**src/rtl/bst_pkg.sv**
```systemverilog
`timescale 1ns / 1ps
// ----------------------------------------------------------------------------
// bst_pkg
// shared widths, constants, codes and entry type of the beacon signal table
// ----------------------------------------------------------------------------
package bst_pkg;

	localparam int unsigned DEF_TABLE_DEPTH = 16;

	localparam int unsigned ADDR_W     = 48;
	localparam int unsigned SAMPLE_W   = 8;
	localparam int unsigned SIG_W      = 18;
	localparam int unsigned CNT_W      = 4;
	localparam int unsigned STATUS_W   = 2;
	localparam int unsigned SLOT_OUT_W = 4;
	localparam int unsigned SCALED_W   = 15;
	localparam int unsigned SUM_W      = SIG_W + 1;
	localparam int unsigned BLEND_W    = SIG_W + 4;
	localparam int unsigned CEIL_W     = 14;

	// sample scaling and averaging
	localparam logic [SCALED_W-1:0] SCALE      = SCALED_W'(100);
	localparam logic [CNT_W-1:0]    FULL_COUNT = CNT_W'(10);
	localparam logic [CNT_W-1:0]    COUNT_MAX  = CNT_W'(15);
	localparam logic [CEIL_W-1:0]   SIG_CEIL   = CEIL_W'(10000);

	// divide by ten as multiply by ceil(2^22 / 10), exact for sums below 2^19
	localparam int unsigned DIV10_SHIFT = 22;
	localparam int unsigned DIV10_MUL_W = 19;
	localparam logic [DIV10_MUL_W-1:0] DIV10_MUL = DIV10_MUL_W'(419431);
	localparam int unsigned PROD_W = SUM_W + DIV10_MUL_W;

	// update status codes
	localparam logic [STATUS_W-1:0] ST_ADDED   = 2'd0;
	localparam logic [STATUS_W-1:0] ST_UPDATED = 2'd1;
	localparam logic [STATUS_W-1:0] ST_DROPPED = 2'd2;

	typedef struct packed {
		logic [ADDR_W-1:0] addr;
		logic [SIG_W-1:0]  sig;
		logic [CNT_W-1:0]  cnt;
		logic              more_data;
		logic              eligible;
	} entry_t;

endpackage

```
**src/rtl/bst_in_if.sv**
```systemverilog
`timescale 1ns / 1ps
// ----------------------------------------------------------------------------
// bst_in_if
// beacon channel: valid/ready handshake with the beacon word
// ----------------------------------------------------------------------------
interface bst_in_if;
	logic                        valid;
	logic                        ready;
	logic [bst_pkg::ADDR_W-1:0]   ap_address;
	logic [bst_pkg::SAMPLE_W-1:0] signal_sample;
	logic                        more_data;

	modport source (output valid, ap_address, signal_sample, more_data, input ready);
	modport sink   (input valid, ap_address, signal_sample, more_data, output ready);
	modport mon    (input valid, ready, ap_address, signal_sample, more_data);
endinterface

```
**src/rtl/bst_out_if.sv**
```systemverilog
`timescale 1ns / 1ps
// ----------------------------------------------------------------------------
// bst_out_if
// result channel: valid/ready handshake with the table update word
// ----------------------------------------------------------------------------
interface bst_out_if;
	logic                          valid;
	logic                          ready;
	logic [bst_pkg::STATUS_W-1:0]   update_status;
	logic [bst_pkg::SLOT_OUT_W-1:0] entry_slot;
	logic                          rider_found;
	logic [bst_pkg::SLOT_OUT_W-1:0] rider_slot;
	logic [bst_pkg::ADDR_W-1:0]     rider_address;

	modport source (output valid, update_status, entry_slot, rider_found, rider_slot,
		rider_address, input ready);
	modport sink   (input valid, update_status, entry_slot, rider_found, rider_slot,
		rider_address, output ready);
	modport mon    (input valid, ready, update_status, entry_slot, rider_found, rider_slot,
		rider_address);
endinterface

```
**src/rtl/bst_cell.sv**
```systemverilog
`timescale 1ns / 1ps
// ----------------------------------------------------------------------------
// bst_cell
// one table entry of the rotating ring; loads its neighbor's entry on shift
// ----------------------------------------------------------------------------
module bst_cell (
	input  logic            clk,
	input  logic            arst_n,
	input  logic            shift_en,
	input  bst_pkg::entry_t d,
	output bst_pkg::entry_t q
);
	import bst_pkg::*;

	logic [ADDR_W-1:0] addr_q;
	logic [SIG_W-1:0]  sig_q;
	logic [CNT_W-1:0]  cnt_q;
	logic              md_q;
	logic              elig_q;

	// address has no reset, only entries below the fill count are looked at
	always_ff @(posedge clk) begin
		if (shift_en) begin
			addr_q <= d.addr;
		end
	end

	always_ff @(posedge clk or negedge arst_n) begin
		if (!arst_n) begin
			sig_q  <= '0;
			cnt_q  <= '0;
			md_q   <= 1'b0;
			elig_q <= 1'b0;
		end else if (shift_en) begin
			sig_q  <= d.sig;
			cnt_q  <= d.cnt;
			md_q   <= d.more_data;
			elig_q <= d.eligible;
		end
	end

	assign q = '{addr: addr_q, sig: sig_q, cnt: cnt_q, more_data: md_q, eligible: elig_q};

endmodule

```
**src/rtl/bst_update.sv**
```systemverilog
`timescale 1ns / 1ps
// ----------------------------------------------------------------------------
// bst_update
// signal arithmetic at the ring head: accumulate, divide by ten, or blend
// ----------------------------------------------------------------------------
module bst_update (
	input  logic                          clk,
	input  logic [bst_pkg::ADDR_W-1:0]    key_addr,
	input  logic [bst_pkg::SAMPLE_W-1:0]  key_sample,
	input  logic                          key_md,
	input  logic [bst_pkg::SIG_W-1:0]     prev_sig,
	input  logic [bst_pkg::CNT_W-1:0]     prev_cnt,
	output bst_pkg::entry_t               fresh,
	output bst_pkg::entry_t               upd_s2
);
	import bst_pkg::*;

	logic [SCALED_W-1:0] scaled;
	logic [SUM_W-1:0]    sum;
	logic [BLEND_W-1:0]  blend;
	logic [CNT_W-1:0]    cnt_new;

	logic [PROD_W-1:0]   prod_s1;
	logic [SUM_W-1:0]    sum_s1;
	logic [SIG_W-1:0]    blend_s1;
	logic [CNT_W-1:0]    cnt_s1;
	logic                use_sum_s1;
	logic [SIG_W-1:0]    sig_sel;

	assign scaled = SCALED_W'({{(SCALED_W-SAMPLE_W){1'b0}}, key_sample} * SCALE);
	assign sum    = SUM_W'(prev_sig) + SUM_W'(scaled);
	// 875:125 per thousand is exactly (7 * old + new) / 8
	assign blend  = (BLEND_W'(prev_sig) << 3) - BLEND_W'(prev_sig) + BLEND_W'(scaled);
	assign cnt_new = (prev_cnt != COUNT_MAX) ? prev_cnt + CNT_W'(1) : prev_cnt;

	assign fresh = '{addr: key_addr, sig: SIG_W'(scaled), cnt: CNT_W'(1),
		more_data: key_md, eligible: 1'b0};

	always_ff @(posedge clk) begin
		prod_s1    <= PROD_W'(sum) * PROD_W'(DIV10_MUL);
		sum_s1     <= sum;
		blend_s1   <= blend[SIG_W+2:3];
		cnt_s1     <= cnt_new;
		use_sum_s1 <= (prev_cnt < FULL_COUNT);
	end

	always_comb begin
		if (cnt_s1 == FULL_COUNT) begin
			sig_sel = prod_s1[DIV10_SHIFT+SIG_W-1:DIV10_SHIFT];
		end else if (use_sum_s1) begin
			sig_sel = sum_s1[SIG_W-1:0];
		end else begin
			sig_sel = blend_s1;
		end
	end

	always_ff @(posedge clk) begin
		upd_s2 <= '{addr: key_addr, sig: sig_sel, cnt: cnt_s1, more_data: key_md,
			eligible: key_md && (cnt_s1 > FULL_COUNT)};
	end

endmodule

```
**src/rtl/beacon_signal_table.sv**
```systemverilog
`timescale 1ns / 1ps
// ----------------------------------------------------------------------------
// beacon_signal_table
// per-sender signal table with averaging and rider selection
// ----------------------------------------------------------------------------
//  channel | dir | handshake    | word
//  beacon  | in  | valid/ready  | ap_address, signal_sample, more_data
//  result  | out | valid/ready  | update_status, entry_slot, rider_found,
//          |     |              | rider_slot, rider_address
//
// one beacon takes a full turn of the entry ring to find the address, the
// signal arithmetic in S_CALC1 and S_CALC2, and a second full turn to write
// the entry back and pick the rider
// the result sits in an output register; the next beacon is taken while it
// waits, and the block only holds in S_DONE while the register stays full
// reset clears every entry's signal, count and flags and the fill count at once
// ----------------------------------------------------------------------------
module beacon_signal_table #(
	parameter int unsigned TABLE_DEPTH = bst_pkg::DEF_TABLE_DEPTH
) (
	input  logic         clk,
	input  logic         arst_n,
	bst_in_if.sink       beacon,
	bst_out_if.source    result
);
	import bst_pkg::*;

	localparam int unsigned SLOT_W = (TABLE_DEPTH > 1) ? $clog2(TABLE_DEPTH) : 1;
	localparam int unsigned USED_W = $clog2(TABLE_DEPTH + 1);
	localparam int unsigned EXT_W  = (SLOT_W > SLOT_OUT_W) ? SLOT_W : SLOT_OUT_W;
	localparam logic [SLOT_W-1:0] LAST_SLOT = SLOT_W'(TABLE_DEPTH - 1);
	localparam logic [USED_W-1:0] FULL_USED = USED_W'(TABLE_DEPTH);

	typedef enum logic [5:0] {
		S_IDLE  = 6'b000001,
		S_SCAN  = 6'b000010,
		S_CALC1 = 6'b000100,
		S_CALC2 = 6'b001000,
		S_SWEEP = 6'b010000,
		S_DONE  = 6'b100000
	} state_t;

	state_t state_q;

	// beacon word held for the whole item
	logic [ADDR_W-1:0]   key_addr_q;
	logic [SAMPLE_W-1:0] key_sample_q;
	logic                key_md_q;

	// ring position and fill count
	logic [SLOT_W-1:0] k_q;
	logic [USED_W-1:0] used_q;
	logic [USED_W-1:0] k_ext;

	// lookup result
	logic              hit_q;
	logic [SLOT_W-1:0] hit_slot_q;
	logic [SIG_W-1:0]  hit_sig_q;
	logic [CNT_W-1:0]  hit_cnt_q;
	logic [STATUS_W-1:0] status_q;
	logic [SLOT_W-1:0]   slot_q;

	// running minimum over the second turn
	logic              best_found_q;
	logic [CEIL_W-1:0] best_sig_q;
	logic [SLOT_W-1:0] best_slot_q;
	logic [ADDR_W-1:0] best_addr_q;

	// output register
	logic                out_valid_q;
	logic [STATUS_W-1:0] out_status_q;
	logic [SLOT_W-1:0]   out_slot_q;
	logic                out_found_q;
	logic [SLOT_W-1:0]   out_rslot_q;
	logic [ADDR_W-1:0]   out_raddr_q;
	logic [EXT_W-1:0]    out_slot_ext;
	logic [EXT_W-1:0]    out_rslot_ext;

	entry_t cell_in  [TABLE_DEPTH];
	entry_t cell_out [TABLE_DEPTH];
	entry_t head_next;
	entry_t fresh;
	entry_t upd_s2;

	logic shift_en;
	logic in_use;
	logic add_new;
	logic cand_valid;
	logic head_match;
	logic out_load;

	assign k_ext    = USED_W'(k_q);
	assign in_use   = (k_ext < used_q);
	assign shift_en = (state_q == S_SCAN) || (state_q == S_SWEEP);
	assign add_new  = !hit_q && (used_q != FULL_USED);

	// ring of entries: every cell takes its upper neighbor, the top cell
	// takes the head, possibly rewritten, so one turn brings all slots home
	for (genvar i = 0; i < TABLE_DEPTH; i++) begin : g_ring
		if (i == TABLE_DEPTH - 1) begin : g_top
			assign cell_in[i] = head_next;
		end else begin : g_mid
			assign cell_in[i] = cell_out[i+1];
		end
		bst_cell u_cell (
			.clk      (clk),
			.arst_n   (arst_n),
			.shift_en (shift_en),
			.d        (cell_in[i]),
			.q        (cell_out[i])
		);
	end

	bst_update u_update (
		.clk        (clk),
		.key_addr   (key_addr_q),
		.key_sample (key_sample_q),
		.key_md     (key_md_q),
		.prev_sig   (hit_sig_q),
		.prev_cnt   (hit_cnt_q),
		.fresh      (fresh),
		.upd_s2     (upd_s2)
	);

	// head rewrite on the second turn: matched slot gets the update,
	// the first free slot gets a new entry
	always_comb begin
		head_next = cell_out[0];
		if (state_q == S_SWEEP) begin
			if (hit_q && (k_q == hit_slot_q)) begin
				head_next = upd_s2;
			end else if (add_new && (k_ext == used_q)) begin
				head_next = fresh;
			end
		end
	end

	assign head_match = (state_q == S_SCAN) && in_use && !hit_q &&
		(cell_out[0].addr == key_addr_q);
	// a slot counts for the minimum if it is in use after this update
	assign cand_valid = in_use || (add_new && (k_ext == used_q));
	assign out_load   = (state_q == S_DONE) && (!out_valid_q || result.ready);

	assign beacon.ready = (state_q == S_IDLE);

	// sequencer
	always_ff @(posedge clk or negedge arst_n) begin
		if (!arst_n) begin
			state_q      <= S_IDLE;
			k_q          <= '0;
			used_q       <= '0;
			hit_q        <= 1'b0;
			best_found_q <= 1'b0;
			best_sig_q   <= SIG_CEIL;
		end else begin
			case (state_q)
				S_IDLE: begin
					if (beacon.valid) begin
						state_q      <= S_SCAN;
						k_q          <= '0;
						hit_q        <= 1'b0;
						best_found_q <= 1'b0;
						best_sig_q   <= SIG_CEIL;
					end
				end
				S_SCAN: begin
					if (head_match) begin
						hit_q <= 1'b1;
					end
					if (k_q == LAST_SLOT) begin
						k_q     <= '0;
						state_q <= S_CALC1;
					end else begin
						k_q <= k_q + SLOT_W'(1);
					end
				end
				S_CALC1: begin
					state_q <= S_CALC2;
				end
				S_CALC2: begin
					state_q <= S_SWEEP;
				end
				S_SWEEP: begin
					if (cand_valid && head_next.eligible &&
						(head_next.sig < SIG_W'(best_sig_q))) begin
						best_found_q <= 1'b1;
						best_sig_q   <= head_next.sig[CEIL_W-1:0];
					end
					if (k_q == LAST_SLOT) begin
						k_q     <= '0;
						state_q <= S_DONE;
						if (add_new) begin
							used_q <= used_q + USED_W'(1);
						end
					end else begin
						k_q <= k_q + SLOT_W'(1);
					end
				end
				S_DONE: begin
					if (out_load) begin
						state_q <= S_IDLE;
					end
				end
				default: begin
					state_q <= S_IDLE;
				end
			endcase
		end
	end

	// beacon word, lookup capture and rider payload
	always_ff @(posedge clk) begin
		if (beacon.valid && beacon.ready) begin
			key_addr_q   <= beacon.ap_address;
			key_sample_q <= beacon.signal_sample;
			key_md_q     <= beacon.more_data;
		end
		if (head_match) begin
			hit_slot_q <= k_q;
			hit_sig_q  <= cell_out[0].sig;
			hit_cnt_q  <= cell_out[0].cnt;
		end
		if (state_q == S_CALC1) begin
			if (hit_q) begin
				status_q <= ST_UPDATED;
				slot_q   <= hit_slot_q;
			end else if (used_q == FULL_USED) begin
				status_q <= ST_DROPPED;
				slot_q   <= '0;
			end else begin
				status_q <= ST_ADDED;
				slot_q   <= SLOT_W'(used_q);
			end
		end
		if ((state_q == S_SWEEP) && cand_valid && head_next.eligible &&
			(head_next.sig < SIG_W'(best_sig_q))) begin
			best_slot_q <= k_q;
			best_addr_q <= head_next.addr;
		end
		if (out_load) begin
			out_status_q <= status_q;
			out_slot_q   <= slot_q;
			out_found_q  <= best_found_q;
			out_rslot_q  <= best_found_q ? best_slot_q : '0;
			out_raddr_q  <= best_found_q ? best_addr_q : '0;
		end
	end

	// output register valid
	always_ff @(posedge clk or negedge arst_n) begin
		if (!arst_n) begin
			out_valid_q <= 1'b0;
		end else if (out_load) begin
			out_valid_q <= 1'b1;
		end else if (result.ready) begin
			out_valid_q <= 1'b0;
		end
	end

	// slots are reported in their low four bits
	assign out_slot_ext  = EXT_W'(out_slot_q);
	assign out_rslot_ext = EXT_W'(out_rslot_q);

	assign result.valid         = out_valid_q;
	assign result.update_status = out_status_q;
	assign result.entry_slot    = out_slot_ext[SLOT_OUT_W-1:0];
	assign result.rider_found   = out_found_q;
	assign result.rider_slot    = out_rslot_ext[SLOT_OUT_W-1:0];
	assign result.rider_address = out_raddr_q;

endmodule

```
**src/flat_wrapper.sv**
```systemverilog
// flat-port wrapper written by rule: the top's interface ports become plain ports
module beacon_signal_table_flat import bst_pkg::*;
#(
	parameter int unsigned TABLE_DEPTH = bst_pkg::DEF_TABLE_DEPTH
)
  (clk, arst_n, beacon_valid, beacon_ap_address, beacon_signal_sample, beacon_more_data, beacon_ready, result_valid, result_update_status, result_entry_slot, result_rider_found, result_rider_slot, result_rider_address, result_ready);
  bst_in_if beacon_i ();
  bst_out_if result_i ();
  input  logic clk;
  input  logic arst_n;
  input wire logic [$bits(beacon_i.valid)-1:0] beacon_valid;
  input wire logic [$bits(beacon_i.ap_address)-1:0] beacon_ap_address;
  input wire logic [$bits(beacon_i.signal_sample)-1:0] beacon_signal_sample;
  input wire logic [$bits(beacon_i.more_data)-1:0] beacon_more_data;
  output wire logic [$bits(beacon_i.ready)-1:0] beacon_ready;
  output wire logic [$bits(result_i.valid)-1:0] result_valid;
  output wire logic [$bits(result_i.update_status)-1:0] result_update_status;
  output wire logic [$bits(result_i.entry_slot)-1:0] result_entry_slot;
  output wire logic [$bits(result_i.rider_found)-1:0] result_rider_found;
  output wire logic [$bits(result_i.rider_slot)-1:0] result_rider_slot;
  output wire logic [$bits(result_i.rider_address)-1:0] result_rider_address;
  input wire logic [$bits(result_i.ready)-1:0] result_ready;
  assign beacon_i.valid = beacon_valid;
  assign beacon_i.ap_address = beacon_ap_address;
  assign beacon_i.signal_sample = beacon_signal_sample;
  assign beacon_i.more_data = beacon_more_data;
  assign beacon_ready = beacon_i.ready;
  assign result_valid = result_i.valid;
  assign result_update_status = result_i.update_status;
  assign result_entry_slot = result_i.entry_slot;
  assign result_rider_found = result_i.rider_found;
  assign result_rider_slot = result_i.rider_slot;
  assign result_rider_address = result_i.rider_address;
  assign result_i.ready = result_ready;
  beacon_signal_table #(.TABLE_DEPTH(TABLE_DEPTH)) u_core (.clk(clk), .arst_n(arst_n), .beacon(beacon_i), .result(result_i));
endmodule
```
**config.mk**
```make
export PLATFORM = sky130hd
export DESIGN_NAME = beacon_signal_table_flat
export DESIGN_NICKNAME = d
export VERILOG_FILES = /design/src/rtl/bst_pkg.sv /design/src/rtl/bst_in_if.sv /design/src/rtl/bst_out_if.sv /design/src/rtl/bst_cell.sv /design/src/rtl/bst_update.sv /design/src/rtl/beacon_signal_table.sv /design/src/flat_wrapper.sv
export SDC_FILE = /design/constraint.sdc
export NUM_CORES = 2
export LEC_CHECK = 0
export ABC_AREA = 1
export BUFFER_PORTS_ARGS = -buffer_cell sky130_fd_sc_hd__buf_4
export CAP_MARGIN = 20
export CORE_ASPECT_RATIO = 0.5
export CORE_UTILIZATION = 50
export CTS_CLUSTER_DIAMETER = 100
export CTS_CLUSTER_SIZE = 25
export DETAILED_ROUTE_END_ITERATION = 8
export HOLD_SLACK_MARGIN = 0.03
export PLACE_DENSITY_LB_ADDON = 0.12
export SLEW_MARGIN = 20
export SYNTH_ARGS = -nofsm -noshare
export SYNTH_HDL_FRONTEND = slang
export SYNTH_SLANG_ARGS = --single-unit
```
**constraint.sdc**
```tcl
create_clock -name clk -period 27.5 [get_ports clk]
set_input_delay 2.75 -clock clk [delete_from_list [all_inputs] [get_ports clk]]
set_output_delay 2.75 -clock clk [all_outputs]
set_load 0.01 [all_outputs]
```
[After elaboration in Yosys (flattened, before gate mapping)]
Index checks and enable logic that the tools add are counted.
Word-level totals
  word-level logic and storage cells: 200
  output and inout bits: 61
  register bits after elaboration: 1535
Cells by class
  reduce and logical (&&, ||, !) cells: 29
  multipliers: 2
  add/sub/neg operators: 6
  magnitude comparators: 4
  eq/ne operators: 20
  mux-type cells: 27
Operators with widths (number)
  2-to-1 mux 72 bit: 3
  == test 48 bit: 1
  multiplier 19 x 19 -> 38 bit (second input constant): 1
  2-to-1 mux 18 bit: 2
  case mux 6 bit (6 select lines): 1
  2-to-1 mux 14 bit: 2
  case mux 14 bit (2 select lines): 1
  2-to-1 mux 6 bit: 4
  adder 21 x 15 -> 21 bit: 1
  subtractor 21 x 18 -> 21 bit: 1
  2-to-1 mux 4 bit: 5
  adder 18 x 15 -> 19 bit: 1
  less-than comparator 18 x 14 -> 1 bit: 1
  logical AND 1 bit: 14
  multiplier 8 x 5 -> 13 bit (second input constant): 1
  AND reduction 3 bit: 3
  adder 4 x 1 -> 4 bit (second input constant): 2
  == test 4 bit (second input constant): 2
  inequality test 2 bit (second input constant): 4
  case mux 4 bit (2 select lines): 1
  nonzero test 2 bit: 4
  == test 6 x 1 -> 1 bit (second input constant): 1
  == test 6 x 2 -> 1 bit (second input constant): 1
  == test 6 x 3 -> 1 bit (second input constant): 1
  other kinds (21): 30

[Depth between registers and ports, before layout]
  depth after elaboration: 10
  gate-level depth with buffers: 43

[Cells and area by module]
From an unflattened synthesis, not the netlist that was laid out.
Unflattened totals
  cells, all modules: 5197
  area total of the unflattened synthesis: 63784.9 um^2
Modules (own cells, without submodules)
  bst_cell: cells an instance 152, seq. area each 2042.0 um^2, times used 16, area an instance 2431.1 um^2
  bst_update: cells an instance 1573, seq. area each 2582.5 um^2, times used 1, area an instance 13464.2 um^2
  beacon_signal_table: cells an instance 1192, seq. area each 6814.0 um^2, times used 1, area an instance 11423.5 um^2

[Worst setup path before layout]
Ideal clock, no wire load.
  kind: reg2reg
  start: reg u_core.state_q[1]
  end: reg u_core.g_ring[0].u_cell.addr_q[0] (enable)
  clock period less this slack: 23.574 ns
  setup slack: 3.926 ns
  arrival: 22.142 ns
  stages on the path, launching flop included: 8
  data required time: 26.068 ns
  path buffers: 2
  setup time: 1.432 ns
  path through: dfrtp_1 nor2_1 inv_2 nor2_1 nand3_2 nand2_1 clkbuf_1 clkbuf_1
On the way
  word-level cells in the longest chain between the ends: 2
  elaborated cells between the ends (all ways): 3
  classes of those cells: eq/ne: 2; reduce/logical: 1
RTL lines
  from (decl): RTL line beacon_signal_table.sv:43  | state_t state_q;
  from (signal assigned): RTL line beacon_signal_table.sv:149  | state_q <= S_IDLE;
  from (signal assigned): RTL line beacon_signal_table.sv:159  | state_q <= S_SCAN;
  from (signal assigned): RTL line beacon_signal_table.sv:172  | state_q <= S_CALC1;
  == test 6 x 2 -> 1 bit / == test 6 x 5 -> 1 bit (equally long branches): RTL line beacon_signal_table.sv:94  | assign shift_en = (state_q == S_SCAN) || (state_q == S_SWEEP);
  logical OR 1 bit *: RTL line beacon_signal_table.sv:94
  via u_core.g_ring[0].u_cell.shift_en: RTL line bst_cell.sv:9  | input logic shift_en,
  to (signal assigned): RTL line bst_cell.sv:24  | addr_q <= d.addr;
  to (decl): RTL line bst_cell.sv:15  | logic [ADDR_W-1:0] addr_q;
The timed path passes the listed nets; every way through them passes the cells marked *.
A chain may end at the register's enable or synchronous reset.

[Worst setup path after layout]
  start: reg u_core.key_sample_q[2]
  end: reg u_core.u_update.prod_s1[35]
On the way
  word-level cells in the longest chain between the ends: 3
RTL lines
  from (decl): RTL line beacon_signal_table.sv:47  | logic [SAMPLE_W-1:0] key_sample_q;
  from (signal assigned): RTL line beacon_signal_table.sv:215  | key_sample_q <= beacon.signal_sample;
  multiplier 8 x 5 -> 13 bit: RTL line bst_update.sv:30  | assign scaled = SCALED_W'({{(SCALED_W-SAMPLE_W){1'b0}}, key_sample} * SCALE);
  adder 18 x 15 -> 19 bit: RTL line bst_update.sv:31  | assign sum = SUM_W'(prev_sig) + SUM_W'(scaled);
  via u_core.u_update.sum[17]: RTL line bst_update.sv:19  | logic [SUM_W-1:0] sum;
  multiplier 19 x 19 -> 38 bit: RTL line bst_update.sv:40  | prod_s1 <= PROD_W'(sum) * PROD_W'(DIV10_MUL);
  to (signal assigned): RTL line bst_update.sv:40
  to (decl): RTL line bst_update.sv:23  | logic [PROD_W-1:0] prod_s1;
The timed path passes the listed nets, and every way through them passes these cells.

==> run metrics <==
syn_nets 5,067; EDFF count, synth 968; Routed WL 119 mm; vias in the first global route 31,700; Max H-tree Level 3; Max Slew Vio Count 0; Yosys top cell area share 48.8%; FF+latch count, synth 1,496; nets 5,177; relative slew slack 29.3%; io pins 122; clk root buf clkbuf_16; GR Overflow Total 0; CP Data Arrival Time 10.44 ns; Pre-antenna DRT Iters 5; Setup CP Type flop to flop; Synthesis Warnings 0; worst reg2reg path endpoint u_core.u_update.prod_s1[35]$_DFF_P_; CTS tree done; die height 246 µm; CORE AREA 0.118 mm²; wire per inst 18.6 µm; initial antenna violation count 8; Critical Path RT 28.10 ns; Multi-input gate area 0.0153 mm²; clk buf depth 3; worst r2r src u_core.key_sample_q[2]$_DFFE_PP_; fin util 54.6%; crit-path max FO 7; RSZ-0062 raised after global routing false; crit path max-delay cell type fa_1; hpwl dp 79.7 mm; Row Count 89; die area 0.121 mm²; sequential share of the synthesized area 70.0%; number of remaining DRC errors 0; Achievable Freq 102 MHz; total negative slack 0 ns; first-pass GRT wire length 184 mm; Final setup viols 0; Initial Util 50.5%; worst min path class flop to flop; Final Hold Viols 0; crit path time final 9.84 ns; final period utilization 35.8%; GRT Util Overall 20.0%; critical path endpoint u_core.u_update.prod_s1[35]$_DFF_P_; Main synth FF type edfxtp_1; CP startpoint u_core.key_sample_q[2]$_DFFE_PP_; Register-to-Register Path Depth 37; share of post-route cells with drive strength above 1 5.90%; Cell variety after synth 53; Clk pin slew, worst setup/hold paths 0.11 ns; Area Overhead vs Synth 8.19%; Synth Instances 4,598; via count 32,100; actual slew at the worst max-slew pin 1.06 ns; CP max stage delay 0.57 ns; Worst R2R Setup Slack 17.66 ns; post-CTS setup buffers 0; Post-CTS Hold Fix Bufs 0; Post-synth ARST share 26.7%; clock skew 0.0338 ns; Synth area leader edfxtp_1; Initial DRC Count 2,735; Reg area 0.0416 mm²; via-per-instance ratio 5.04; largest net degree at the start of global routing 194; Netlist Area Pre-Place 0.0595 mm²; Fillers 9,899; status completed; Detail Route Antenna Nets 0; Post-Synthesis Mean Instance Area 12.9 µm²; # resized after CTS 0; max-cap viol count 0; gpl congestion 0.901; port bufs 121; clk_lat worst skew 0.70 ns; DIE WIDTH 490 µm; Clock Sinks 1,496; Synth area leaders edfxtp_1 49%, dfrtp_1 17%, nand2_1 8.3%; number of buffers created by CTS 70; CP endpoint kind flop; CP startpoint kind flop
-- registers in the layout, summed over array words and instances (netlist names), 5 cells and up --
signal,cells
u_core.g_ring.u_cell.sig_q,288
u_core.u_update.sum_s1,18
u_core.hit_sig_q,18
u_core.u_update.prod_s1,16
u_core.g_ring.u_cell.cnt_q,64
u_core.key_addr_q,48
u_core.g_ring.u_cell.addr_q,768
u_core.u_update.blend_s1,18
u_core.best_addr_q,48
u_core.g_ring.u_cell.elig_q,16
u_core.state_q,6
u_core.used_q,5
u_core.u_update.upd_s2,71
u_core.key_sample_q,8
u_core.best_sig_q,14
u_core.result.rider_address,48
-- cell usage after synthesis (all sizes together), types with 23 or more instances --
master  number
fa         150
xnor2       23
clkbuf     105
a21oi       86
nand2     1318
inv        575
xor2        58
o21ai      125
a22oi       28
edfxtp     968
dfrtp      394
a31oi       28
ha         258
dfxtp      128
nand3       55
nor2       128
-- cell families (layout without fill, tap and decap cells) --
logic type               count (synthesis)  in the layout  synth area share (%)
buffers and inverters                  690            855                  4.38
flip-flops                            1496           1496                  70.0
AND/OR/NAND/NOR                       1559           1559                  10.3
XOR/XNOR                                81             81                  1.19
AO/OA/AOI/OAI                          363            363                  3.70
multiplexers                             1              1                0.0189
adder cells (fa/ha/maj)                408            408                  10.5
other                                    0              4                     0
-- how the worst min path moves through the flow --
stage,end,slack (ns),startpoint,cells after the start
global route,u_core.u_update.upd_s2[2]$_DFF_P_,0.39,u_core.u_update.cnt_s1[0]$_DFF_P_,0
floorplan,u_core.u_update.upd_s2[2]$_DFF_P_,0.33,u_core.u_update.cnt_s1[0]$_DFF_P_,0
detailed placement,u_core.u_update.upd_s2[2]$_DFF_P_,0.35,u_core.u_update.cnt_s1[0]$_DFF_P_,0
global placement,u_core.u_update.upd_s2[34]$_DFF_P_,0.35,u_core.key_addr_q[10]$_DFFE_PP_,0
finish,u_core.u_update.upd_s2[2]$_DFF_P_,0.37,u_core.u_update.cnt_s1[0]$_DFF_P_,0
CTS,u_core.u_update.upd_s2[2]$_DFF_P_,0.37,u_core.u_update.cnt_s1[0]$_DFF_P_,0
-- worst max-delay path, delay by kind of cell, from the launching register on --
kind	cells	cell delay, ns
flops	1	0.52
xor+xnor	3	1.17
buf+inv	6	0.32
simple gates	11	1.52
fa+ha+maj	12	5.23
compound gates	5	0.96
-- per-stage QoR --
step | worst slack, ns | area, µm² | hold WS (ns) | instances
2_1_floorplan | 3.93 | 59500 | 0.331 | 4598
6_report | 17.66 | 64400 | 0.373 | 6359
3_5_place_dp | 17.69 | 62300 | 0.347 | 6228
4_1_cts | 17.65 | 64400 | 0.370 | 6355
5_1_grt | 16.98 | 64400 | 0.387 | 6356
3_3_place_gp | 17.75 | 62300 | 0.353 | 6228
-- per-layer routing --
metal | global-route usage [%] | share of wire, % | vias up | wire length (µm)
met5 | 0 | 0.010 | - | 12
li1 | - | - | 15400 | -
met3 | 3.68 | 4.4 | 127 | 5170
met4 | 4.98 | 2.2 | 2 | 2620
met1 | 30.6 | 50 | 16000 | 58800
met2 | 29.5 | 44 | 517 | 52000
-- area by class of cell --
cell class	count	area share, %
clock inverter	9	0.245
clock buffer	118	3.00
timing repair buffer	151	1.84
inverter	577	3.37
tap	1592	3.09
sequential	1496	64.7
multi-input combinational	2412	23.8
antenna	4	0.0155
-- cells in the final DEF (no fill, tap or decap), types with 4 or more instances in the layout --
cell type	n
nor2_1	118
xor2_1	58
a211oi_1	6
a22oi_1	28
buf_4	145
clkbuf_1	48
inv_2	11
a21oi_1	86
edfxtp_1	968
ha_1	258
a21boi_0	4
nand2_1	1314
dfxtp_1	128
inv_1	564
diode_2	4
nand4_1	21
nor2_2	6
o2111ai_1	7
clkbuf_16	70
dfstp_2	6
nor2_4	4
a221oi_1	6
o21bai_1	4
o221ai_1	21
nor4_1	12
o21a_1	9
dfrtp_1	393
or2_2	8
xnor2_1	23
nor3_1	16
a21o_1	6
nand3_1	52
o21ai_0	122
fa_1	150
a31oi_1	28
o22ai_1	20
Power is left out: the tool's default activity adds up to more than one toggle a clock period on the data nets, which glitch-free logic cannot reach.
